### config.mk
export PLATFORM = sky130hd
export DESIGN_NAME = exploration_mode_sequencer_core
export DESIGN_NICKNAME = d
export VERILOG_FILES = /design/src/rtl/core/exms_pkg.sv /design/src/rtl/core/exploration_mode_sequencer_core.sv /design/src/rtl/core/exms_step.sv
export SDC_FILE = /design/constraint.sdc
export NUM_CORES = 1
export LEC_CHECK = 0
export ABC_AREA = 0
export BUFFER_PORTS_ARGS = -buffer_cell sky130_fd_sc_hd__buf_4
export CAP_MARGIN = 20
export CELL_PAD_IN_SITES_DETAIL_PLACEMENT = 0
export CELL_PAD_IN_SITES_GLOBAL_PLACEMENT = 1
export CORE_MARGIN = 2
export CORE_UTILIZATION = 30
export DETAILED_ROUTE_END_ITERATION = 10
export MAX_ROUTING_LAYER = met4
export PLACE_DENSITY = 0.55
export SLEW_MARGIN = 20
export SYNTH_ARGS = -nofsm -noshare
export SYNTH_HDL_FRONTEND = slang
export SYNTH_SLANG_ARGS = --single-unit
### constraint.sdc
create_clock -name clk -period 4.4 [get_ports clk]
set_input_delay 0.22 -clock clk [delete_from_list [all_inputs] [get_ports clk]]
set_output_delay 0.22 -clock clk [all_outputs]
set_load 0.01 [all_outputs]
### src/rtl/core/exms_pkg.sv
// shared types and codes for the exploration mode sequencer
package exms_pkg;

    localparam int OP_W     = 4;
    localparam int MODE_W   = 4;
    localparam int REASON_W = 5;
    localparam int CODE_W   = 8;
    localparam int TAG_W    = 16;
    localparam int REL_W    = 3;
    localparam int CNT_W    = 8;
    localparam int ERR_W    = 2;
    localparam int RR_W     = 2;

    localparam int IN_DATA_W  = 32;
    localparam int OUT_DATA_W = 48;

    typedef enum logic [OP_W-1:0] {
        OP_START       = 4'd0,
        OP_WAIT        = 4'd1,
        OP_SELECT      = 4'd2,
        OP_PLAN        = 4'd3,
        OP_PAUSE       = 4'd4,
        OP_RESUME      = 4'd5,
        OP_CANCEL      = 4'd6,
        OP_COMMIT      = 4'd7,
        OP_REPLAN      = 4'd8,
        OP_RESUME_EXEC = 4'd9,
        OP_RELEASE     = 4'd10,
        OP_COMPLETE    = 4'd11,
        OP_FAIL        = 4'd12
    } op_t;

    typedef enum logic [MODE_W-1:0] {
        MODE_IDLE   = 4'd0,
        MODE_WAIT   = 4'd1,
        MODE_SELECT = 4'd2,
        MODE_PLAN   = 4'd3,
        MODE_EXEC   = 4'd4,
        MODE_REPLAN = 4'd5,
        MODE_PAUSED = 4'd6,
        MODE_DONE   = 4'd7,
        MODE_ERROR  = 4'd8
    } mode_t;

    localparam logic [REASON_W-1:0] RSN_NONE         = 5'd0;
    localparam logic [REASON_W-1:0] RSN_STARTED      = 5'd1;
    localparam logic [REASON_W-1:0] RSN_WAITING      = 5'd2;
    localparam logic [REASON_W-1:0] RSN_SELECTING    = 5'd3;
    localparam logic [REASON_W-1:0] RSN_PLANNING     = 5'd4;
    localparam logic [REASON_W-1:0] RSN_PAUSED       = 5'd5;
    localparam logic [REASON_W-1:0] RSN_RESUMED      = 5'd6;
    localparam logic [REASON_W-1:0] RSN_CANCELED     = 5'd7;
    localparam logic [REASON_W-1:0] RSN_EXECUTING    = 5'd8;
    localparam logic [REASON_W-1:0] RSN_ROLLING      = 5'd9;
    localparam logic [REASON_W-1:0] RSN_EXHAUSTED    = 5'd10;
    localparam logic [REASON_W-1:0] RSN_STUCK_RETRY  = 5'd11;
    localparam logic [REASON_W-1:0] RSN_RELEASE_BASE = 5'd12;
    localparam logic [REASON_W-1:0] RSN_COMPLETED    = 5'd18;
    localparam logic [REASON_W-1:0] RSN_FAILED       = 5'd19;

    localparam logic [REL_W-1:0] REL_MAX = 3'd5;

    typedef enum logic [ERR_W-1:0] {
        ERR_NONE    = 2'd0,
        ERR_ILLEGAL = 2'd1,
        ERR_BAD_ARG = 2'd2
    } err_t;

    typedef enum logic [RR_W-1:0] {
        RR_NONE      = 2'd0,
        RR_STARTED   = 2'd1,
        RR_EXHAUSTED = 2'd2
    } rr_t;

    typedef struct packed {
        mode_t                mode;
        logic [REASON_W-1:0]  reason;
        logic [CODE_W-1:0]    fail_code;
        logic                 goal_held;
        logic [TAG_W-1:0]     goal_tag;
        logic [CNT_W-1:0]     retry_count;
    } seq_state_t;

    typedef struct packed {
        op_t                  op;
        logic                 task_present;
        logic [TAG_W-1:0]     goal_tag;
        logic                 goal_valid;
        logic                 replan_cause;
        logic [REL_W-1:0]     release_reason;
        logic [CODE_W-1:0]    fail_code;
    } seq_event_t;

endpackage

### src/rtl/core/exploration_mode_sequencer_core.sv
// top level: input word register, event step logic, result word register
// an accepted word is held in the input register, passes the step logic
// and its result word is captured in the result word register
// throughput: one word per cycle while the result side is not stalled
// reset: mode idle, no reason, no goal, fail code zero, retry limit 3
module exploration_mode_sequencer_core
(
    input  logic                                clk,
    input  logic                                rst_n,
    input  logic                                cfg_valid,
    output logic                                cfg_ready,
    input  logic [exms_pkg::CNT_W-1:0]          cfg_data,      // max_stuck_retries
    input  logic                                s_axis_tvalid,
    output logic                                s_axis_tready,
    // task_present, goal_tag, goal_valid, replan_cause, release_reason, fail_code
    input  logic [exms_pkg::IN_DATA_W-1:0]      s_axis_tdata,
    input  logic [exms_pkg::OP_W-1:0]           s_axis_tuser,  // op
    output logic                                m_axis_tvalid,
    input  logic                                m_axis_tready,
    // error, mode, reason, last_fail_code, goal_active, active_goal_tag,
    // retries_used, replan_result, may_replace_goal
    output logic [exms_pkg::OUT_DATA_W-1:0]     m_axis_tdata
);
    import exms_pkg::*;

    localparam int OUT_USED_W = ERR_W + MODE_W + REASON_W + CODE_W + 1 + TAG_W + CNT_W
                                + RR_W + 1;

    logic [CNT_W-1:0] max_retries_reg;
    seq_state_t       state_reg;
    seq_state_t       state_next;
    logic             in_valid_reg;
    seq_event_t       in_event_reg;
    logic             out_valid_reg;
    logic [OUT_DATA_W-1:0] out_data_reg;
    logic [OUT_DATA_W-1:0] out_data_next;
    err_t             step_err;
    rr_t              step_rr;
    seq_event_t       s_event;
    logic             step_fire;
    logic             out_free;

    assign cfg_ready = 1'b1;

    assign out_free      = !out_valid_reg || m_axis_tready;
    assign step_fire     = in_valid_reg && out_free;
    assign s_axis_tready = !in_valid_reg || out_free;

    assign m_axis_tvalid = out_valid_reg;
    assign m_axis_tdata  = out_data_reg;

    always_comb
    begin
        s_event.op             = op_t'(s_axis_tuser);
        s_event.task_present   = s_axis_tdata[0];
        s_event.goal_tag       = s_axis_tdata[16:1];
        s_event.goal_valid     = s_axis_tdata[17];
        s_event.replan_cause   = s_axis_tdata[18];
        s_event.release_reason = s_axis_tdata[21:19];
        s_event.fail_code      = s_axis_tdata[29:22];
    end

    exms_step u_step
    (
        .state       (state_reg),
        .ev          (in_event_reg),
        .max_retries (max_retries_reg),
        .state_next  (state_next),
        .err         (step_err),
        .rr          (step_rr)
    );

    always_comb
    begin
        out_data_next = {{(OUT_DATA_W-OUT_USED_W){1'b0}},
                         !state_next.goal_held,
                         step_rr,
                         state_next.retry_count,
                         state_next.goal_tag,
                         state_next.goal_held,
                         state_next.fail_code,
                         state_next.reason,
                         state_next.mode,
                         step_err};
    end

    always_ff @(posedge clk or negedge rst_n)
    begin
        if (!rst_n)
        begin
            max_retries_reg       <= 8'd3;
            state_reg.mode        <= MODE_IDLE;
            state_reg.reason      <= RSN_NONE;
            state_reg.fail_code   <= '0;
            state_reg.goal_held   <= 1'b0;
            state_reg.goal_tag    <= '0;
            state_reg.retry_count <= '0;
            in_valid_reg          <= 1'b0;
            out_valid_reg         <= 1'b0;
        end
        else
        begin
            if (cfg_valid && cfg_ready)
            begin
                max_retries_reg <= cfg_data;
            end
            if (s_axis_tready)
            begin
                in_valid_reg <= s_axis_tvalid;
            end
            if (step_fire)
            begin
                state_reg <= state_next;
            end
            if (out_free)
            begin
                out_valid_reg <= in_valid_reg;
            end
        end
    end

    // payload registers
    always_ff @(posedge clk)
    begin
        if (s_axis_tvalid && s_axis_tready)
        begin
            in_event_reg <= s_event;
        end
        if (step_fire)
        begin
            out_data_reg <= out_data_next;
        end
    end

    // a dropped goal never leaves a stale tag or retry count behind
    assert property (@(posedge clk) disable iff (!rst_n)
        !state_reg.goal_held |-> (state_reg.goal_tag == '0 && state_reg.retry_count == '0))
        else $error("goal state left over without a held goal");

    // a rejected event leaves the sequencer state untouched
    assert property (@(posedge clk) disable iff (!rst_n)
        (step_fire && step_err != ERR_NONE) |=> $stable(state_reg))
        else $error("rejected event changed state");

    // exhausted retries always land in selecting with no goal
    assert property (@(posedge clk) disable iff (!rst_n)
        (step_fire && step_rr == RR_EXHAUSTED)
            |-> (state_next.mode == MODE_SELECT && !state_next.goal_held))
        else $error("retry exhaustion did not drop the goal");

    // an empty result register never blocks the input side
    assert property (@(posedge clk) disable iff (!rst_n)
        !out_valid_reg |-> s_axis_tready)
        else $error("input stalled with empty output");

endmodule

### src/rtl/core/exms_step.sv
// next-state logic for one event of the mode sequencer
module exms_step
(
    input  exms_pkg::seq_state_t              state,
    input  exms_pkg::seq_event_t              ev,
    input  logic [exms_pkg::CNT_W-1:0]        max_retries,
    output exms_pkg::seq_state_t              state_next,
    output exms_pkg::err_t                    err,
    output exms_pkg::rr_t                     rr
);
    import exms_pkg::*;

    seq_state_t dropped;

    always_comb
    begin
        dropped             = state;
        dropped.goal_held   = 1'b0;
        dropped.goal_tag    = '0;
        dropped.retry_count = '0;
    end

    always_comb
    begin
        state_next = state;
        err        = ERR_NONE;
        rr         = RR_NONE;
        unique case (ev.op)
            OP_START:
            begin
                if (!ev.task_present)
                begin
                    err = ERR_BAD_ARG;
                end
                else
                begin
                    state_next        = dropped;
                    state_next.mode   = MODE_WAIT;
                    state_next.reason = RSN_STARTED;
                end
            end
            OP_WAIT:
            begin
                if (state.mode != MODE_WAIT && state.mode != MODE_SELECT)
                begin
                    err = ERR_ILLEGAL;
                end
                else
                begin
                    state_next.mode   = MODE_WAIT;
                    state_next.reason = RSN_WAITING;
                end
            end
            OP_SELECT:
            begin
                if (state.mode != MODE_WAIT)
                begin
                    err = ERR_ILLEGAL;
                end
                else
                begin
                    state_next.mode   = MODE_SELECT;
                    state_next.reason = RSN_SELECTING;
                end
            end
            OP_PLAN:
            begin
                if (state.mode != MODE_SELECT)
                begin
                    err = ERR_ILLEGAL;
                end
                else
                begin
                    state_next.mode   = MODE_PLAN;
                    state_next.reason = RSN_PLANNING;
                end
            end
            OP_PAUSE:
            begin
                if (state.mode < MODE_WAIT || state.mode > MODE_REPLAN)
                begin
                    err = ERR_ILLEGAL;
                end
                else
                begin
                    state_next        = dropped;
                    state_next.mode   = MODE_PAUSED;
                    state_next.reason = RSN_PAUSED;
                end
            end
            OP_RESUME:
            begin
                if (state.mode != MODE_PAUSED)
                begin
                    err = ERR_ILLEGAL;
                end
                else
                begin
                    state_next.mode   = MODE_WAIT;
                    state_next.reason = RSN_RESUMED;
                end
            end
            OP_CANCEL:
            begin
                state_next        = dropped;
                state_next.mode   = MODE_IDLE;
                state_next.reason = RSN_CANCELED;
            end
            OP_COMMIT:
            begin
                if (state.mode != MODE_PLAN)
                begin
                    err = ERR_ILLEGAL;
                end
                else if (!ev.goal_valid)
                begin
                    err = ERR_BAD_ARG;
                end
                else
                begin
                    state_next.goal_held   = 1'b1;
                    state_next.goal_tag    = ev.goal_tag;
                    state_next.retry_count = '0;
                    state_next.mode        = MODE_EXEC;
                    state_next.reason      = RSN_EXECUTING;
                end
            end
            OP_REPLAN:
            begin
                if (state.mode != MODE_EXEC || !state.goal_held)
                begin
                    err = ERR_ILLEGAL;
                end
                else if (!ev.replan_cause)
                begin
                    state_next.mode   = MODE_REPLAN;
                    state_next.reason = RSN_ROLLING;
                    rr                = RR_STARTED;
                end
                else if (state.retry_count == max_retries)
                begin
                    // retry budget spent: give up the goal
                    state_next        = dropped;
                    state_next.mode   = MODE_SELECT;
                    state_next.reason = RSN_EXHAUSTED;
                    rr                = RR_EXHAUSTED;
                end
                else
                begin
                    state_next.retry_count = state.retry_count + 1'b1;
                    state_next.mode        = MODE_REPLAN;
                    state_next.reason      = RSN_STUCK_RETRY;
                    rr                     = RR_STARTED;
                end
            end
            OP_RESUME_EXEC:
            begin
                if (state.mode != MODE_REPLAN || !state.goal_held)
                begin
                    err = ERR_ILLEGAL;
                end
                else
                begin
                    state_next.mode   = MODE_EXEC;
                    state_next.reason = RSN_EXECUTING;
                end
            end
            OP_RELEASE:
            begin
                if ((state.mode != MODE_EXEC && state.mode != MODE_REPLAN)
                    || !state.goal_held)
                begin
                    err = ERR_ILLEGAL;
                end
                else if (ev.release_reason > REL_MAX)
                begin
                    err = ERR_BAD_ARG;
                end
                else
                begin
                    state_next        = dropped;
                    state_next.mode   = MODE_SELECT;
                    state_next.reason = RSN_RELEASE_BASE
                                        + {{(REASON_W-REL_W){1'b0}}, ev.release_reason};
                end
            end
            OP_COMPLETE:
            begin
                if (state.mode != MODE_SELECT || state.goal_held)
                begin
                    err = ERR_ILLEGAL;
                end
                else
                begin
                    state_next.mode   = MODE_DONE;
                    state_next.reason = RSN_COMPLETED;
                end
            end
            OP_FAIL:
            begin
                if (ev.fail_code == '0)
                begin
                    err = ERR_BAD_ARG;
                end
                else
                begin
                    state_next           = dropped;
                    state_next.fail_code = ev.fail_code;
                    state_next.mode      = MODE_ERROR;
                    state_next.reason    = RSN_FAILED;
                end
            end
            default:
            begin
                err = ERR_BAD_ARG;
            end
        endcase
    end

endmodule

==> flow_summary.rst <==
.. list-table::
   :header-rows: 1

   * - Metric
     - Value
   * - Run status
     - finished, final reports clean
   * - Final setup fails
     - 0
   * - Number of antenna violations at the first check in global routing
     - 0
   * - Unrepaired setup endpoints after global routing
     - no
   * - Net count after synthesis
     - 601
   * - Die W
     - 150 um
   * - Vias post-DR
     - 5,124
   * - CTS Root Buffer Type
     - clkbuf_16
   * - Largest net degree at the start of global routing
     - 60
   * - Worst-margin pin slew
     - 0.896 ns
   * - Number of buffers added by the clock tree synthesis step
     - 17
   * - Routability congestion estimate from global placement
     - 0.882
   * - Global router's overall resource usage
     - 17.4%
   * - Detailed router's first-iteration violation count
     - 420
   * - Asr flop ratio synth
     - 39.1%
   * - Pwr per Cell Area
     - 438 nW/um^2
   * - Vias/cell
     - 5.33
   * - Final WL
     - 18.7 mm
   * - Largest fanout on the critical path
     - 16
   * - First-pass iteration count of the detailed router
     - 4
   * - Worst Skew
     - 0.00991 ns
   * - Net count, final
     - 723
   * - Critical Path Start
     - in_event_reg[32]
   * - Sort of element at the start of the critical path
     - flop
   * - Worst path arrival time
     - 3.31 ns
   * - Worst-case setup margin in the final layout
     - 1.40 ns
   * - Post-Synthesis Mean Instance Area
     - 11.7 sq um
   * - Hold Startpoint
     - cfg_data[6]
   * - Number of design rule violations left after detail routing
     - 0
   * - CP required
     - 4.72 ns
   * - Sort of element at the end of the critical path
     - flop
   * - Count of warnings emitted by yosys
     - 0
   * - Synthesized netlist cell count
     - 551
   * - Cell chain of the critical path
     - buf_4 > nor3b_2 > nand3_1 > and3_4 > nor3_4 > nand3_2 > a32o_1
   * - Die Span Y
     - 150 um
   * - Initial cell density of the core
     - 30.6%
   * - Floorplan core area
     - 21,000 sq um
   * - Post-route non-filler standard cell count
     - 961
   * - Overflow after GRT
     - 0
   * - Tcrit/Tclk final
     - 68.1%
   * - CTS tree
     - yes
   * - Detailed-placement wirelength estimate
     - 12.7 mm
   * - Leading register cell type out of synthesis
     - edfxtp_1
   * - Crit path largest cell delay
     - 0.65 ns
   * - Startpoint of the most critical register-to-register path
     - in_event_reg[32]
   * - Share of final-layout standard cells stronger than drive strength 1
     - 24.8%
   * - Fill cells
     - 2,079
   * - Netlist cell types
     - 84
   * - Post-CTS Resized
     - 0
   * - Number of top-level design ports
     - 100
   * - Deepest level of the CTS H-tree
     - 4
   * - Count of inserted antenna diode cells
     - 0
   * - Highest attainable clock frequency
     - 334 MHz
   * - Max-slew headroom at the worst pin
     - 40.3%
   * - Final design instance area without fill
     - 8370 sq um
   * - Final routed wire length divided by cell count
     - 19.4 um
   * - Total number of clock tree sinks
     - 133
   * - Antenna viol nets, final
     - 0
   * - Number of global-route vias before repair
     - 4,982
   * - Maximum resistive drop on vdd
     - 244 uV
   * - Largest register FFs
     - 47
   * - Number of flops mapped to enable cells by yosys
     - 81
   * - Inst Count DP
     - 893
   * - Setup TNS
     - 0 ns
   * - Skew-Pair Late Insertion Delay
     - 0.43 ns
   * - Register clock-pin slew on the reported worst setup and hold paths
     - 0.07 ns
   * - Leakage component of the power
     - 3.31 nW
   * - Overall die area
     - 22,600 sq um
   * - Post-synthesis sequential area ratio
     - 58.1%
   * - Cell area after synthesis
     - 6430 sq um
   * - Area leader, netlist
     - edfxtp_1
   * - Setup Fix Bufs, Post-CTS
     - 0
   * - Number of buffers inserted by port buffering
     - 95
   * - Time the final worst path needs with I/O delays and setup
     - 3.00 ns
   * - Global-route wire length before repair
     - 28.7 mm
   * - Maximum buffer depth of the clock tree
     - 2
   * - Class of the tightest hold or removal check
     - primary input to flop
   * - Cell types with the largest area share after synthesis
     - edfxtp_1 38%, dfrtp_1 19%, a22o_1 3.7%
   * - Number of maximum-capacitance violations
     - 0
   * - Post-placement worst setup slack
     - 1.44 ns
   * - Count of endpoints failing hold in the final timing report
     - 0
   * - Max-slew violation total from the final report
     - 0
   * - Placed instance area
     - 7380 sq um
   * - Critical-path top delay cell
     - edfxtp_1
   * - Classification of the worst setup path
     - flop to flop
   * - Seq cells post-synth
     - 133
   * - Rows
     - 53
   * - Area Overhead vs Synth
     - 30.2%
   * - Area share of the leading cell type in the synthesized netlist
     - 37.8%
[synthesized netlist by cell type (8+ instances only)]
cell type,number
nand2b_1,8
buf_2,18
o21ai_0,10
nand2_1,54
a21oi_1,26
dfrtp_1,50
nand3_1,17
nor3_1,9
o21ai_1,9
a22o_1,27
and3_1,8
a32o_1,17
a31oi_1,14
xnor2_1,8
inv_1,10
a211oi_1,9
mux2_2,8
nor2_1,27
edfxtp_1,81
clkbuf_1,14
[power by group]
part,switching [mW],total (mW),internal (mW)
registers,0.124,1.59,1.47
logic,0.307,0.552,0.246
clock network,0.651,1.53,0.875
total,1.08,3.67,2.59
[area by class of cell]
type                            instances  area, sq um  share of cell area (%)
Sequential cell                       133         3740                    44.6
Multi-Input combinational cell        367         2460                    29.4
Timing Repair Buffer                  142         1160                    13.8
Clock buffer                           17          425                    5.08
Tap cell                              275          344                    4.11
Clock inverter                         15          205                    2.45
Inverter                               12         46.3                   0.553
[worst max-delay path, delay by kind of cell, from the launching register on]
family | cells | cell delay (ns)
AOI/OAI and AO/OA | 1 | 0.36
buffers and inverters | 1 | 0.27
DFF | 1 | 0.65
and+or+nand+nor | 5 | 1.59
[timing repair]
action / 4_1_cts / 5_1_grt
endpoints found under the setup margin: 0 / 0
hold buffers: 36 / 0
hold endpoints to repair: 85 / 0
[cells in the final DEF, fill, tap and decap left out, drive strengths merged, types with 17 or more instances in the layout]
cell type / netlist / final
buf: 25 / 106
edfxtp: 81 / 81
nand2: 55 / 55
dfrtp: 50 / 50
dlygate4sd3: 0 / 36
nor2: 28 / 28
a21oi: 28 / 28
a22o: 27 / 27
inv: 12 / 20
o21ai: 19 / 19
nand3: 18 / 18
a32o: 17 / 17
clkbuf: 14 / 17
[per-stage QoR]
step | power [mW] | utilization (%) | hold slack [ns]
after floorplan | 1.91 | - | -0.0756
after global placement | 2.14 | 35.1 | 0.326
after detailed placement | 2.14 | 35.1 | 0.337
after CTS | 3.71 | 39.8 | 0.00337
after global routing | 3.82 | 39.8 | 0.00297
final | 3.67 | 39.8 | 0.0237
[worst paths after layout]
kind,cells after the start,slack [ns],to
worst max-delay path,7,1.40,state_reg[20]
worst min-delay path,2,0.02,max_retries_reg[6]
worst max register to register,7,1.40,state_reg[20]
worst min register to register,2,0.48,state_reg[27]
max in group asynchronous,2,3.51,state_reg[28]
min in group asynchronous,2,0.39,max_retries_reg[7]
[per-layer routing]
metal,up-vias,part of all wire [%],GRT usage (%)
li1,2391,-,-
met1,2552,46,23.2
met2,155,48,26.4
met3,26,4.7,3.79
met4,0,1.7,5.94
met5,-,0,-
[cell families after synthesis]
logic type / count (synthesis) / synth area share, %
multiplexers: 10 / 1.71
adder cells (fa/ha/maj): 1 / 0.194
flip-flops: 133 / 58.1
AO/OA/AOI/OAI: 169 / 19.6
other: 2 / 0.117
buffers and inverters: 51 / 3.73
XOR/XNOR: 9 / 1.23
AND/OR/NAND/NOR: 176 / 15.3
Note: power is estimated with default switching activity, not from simulation.
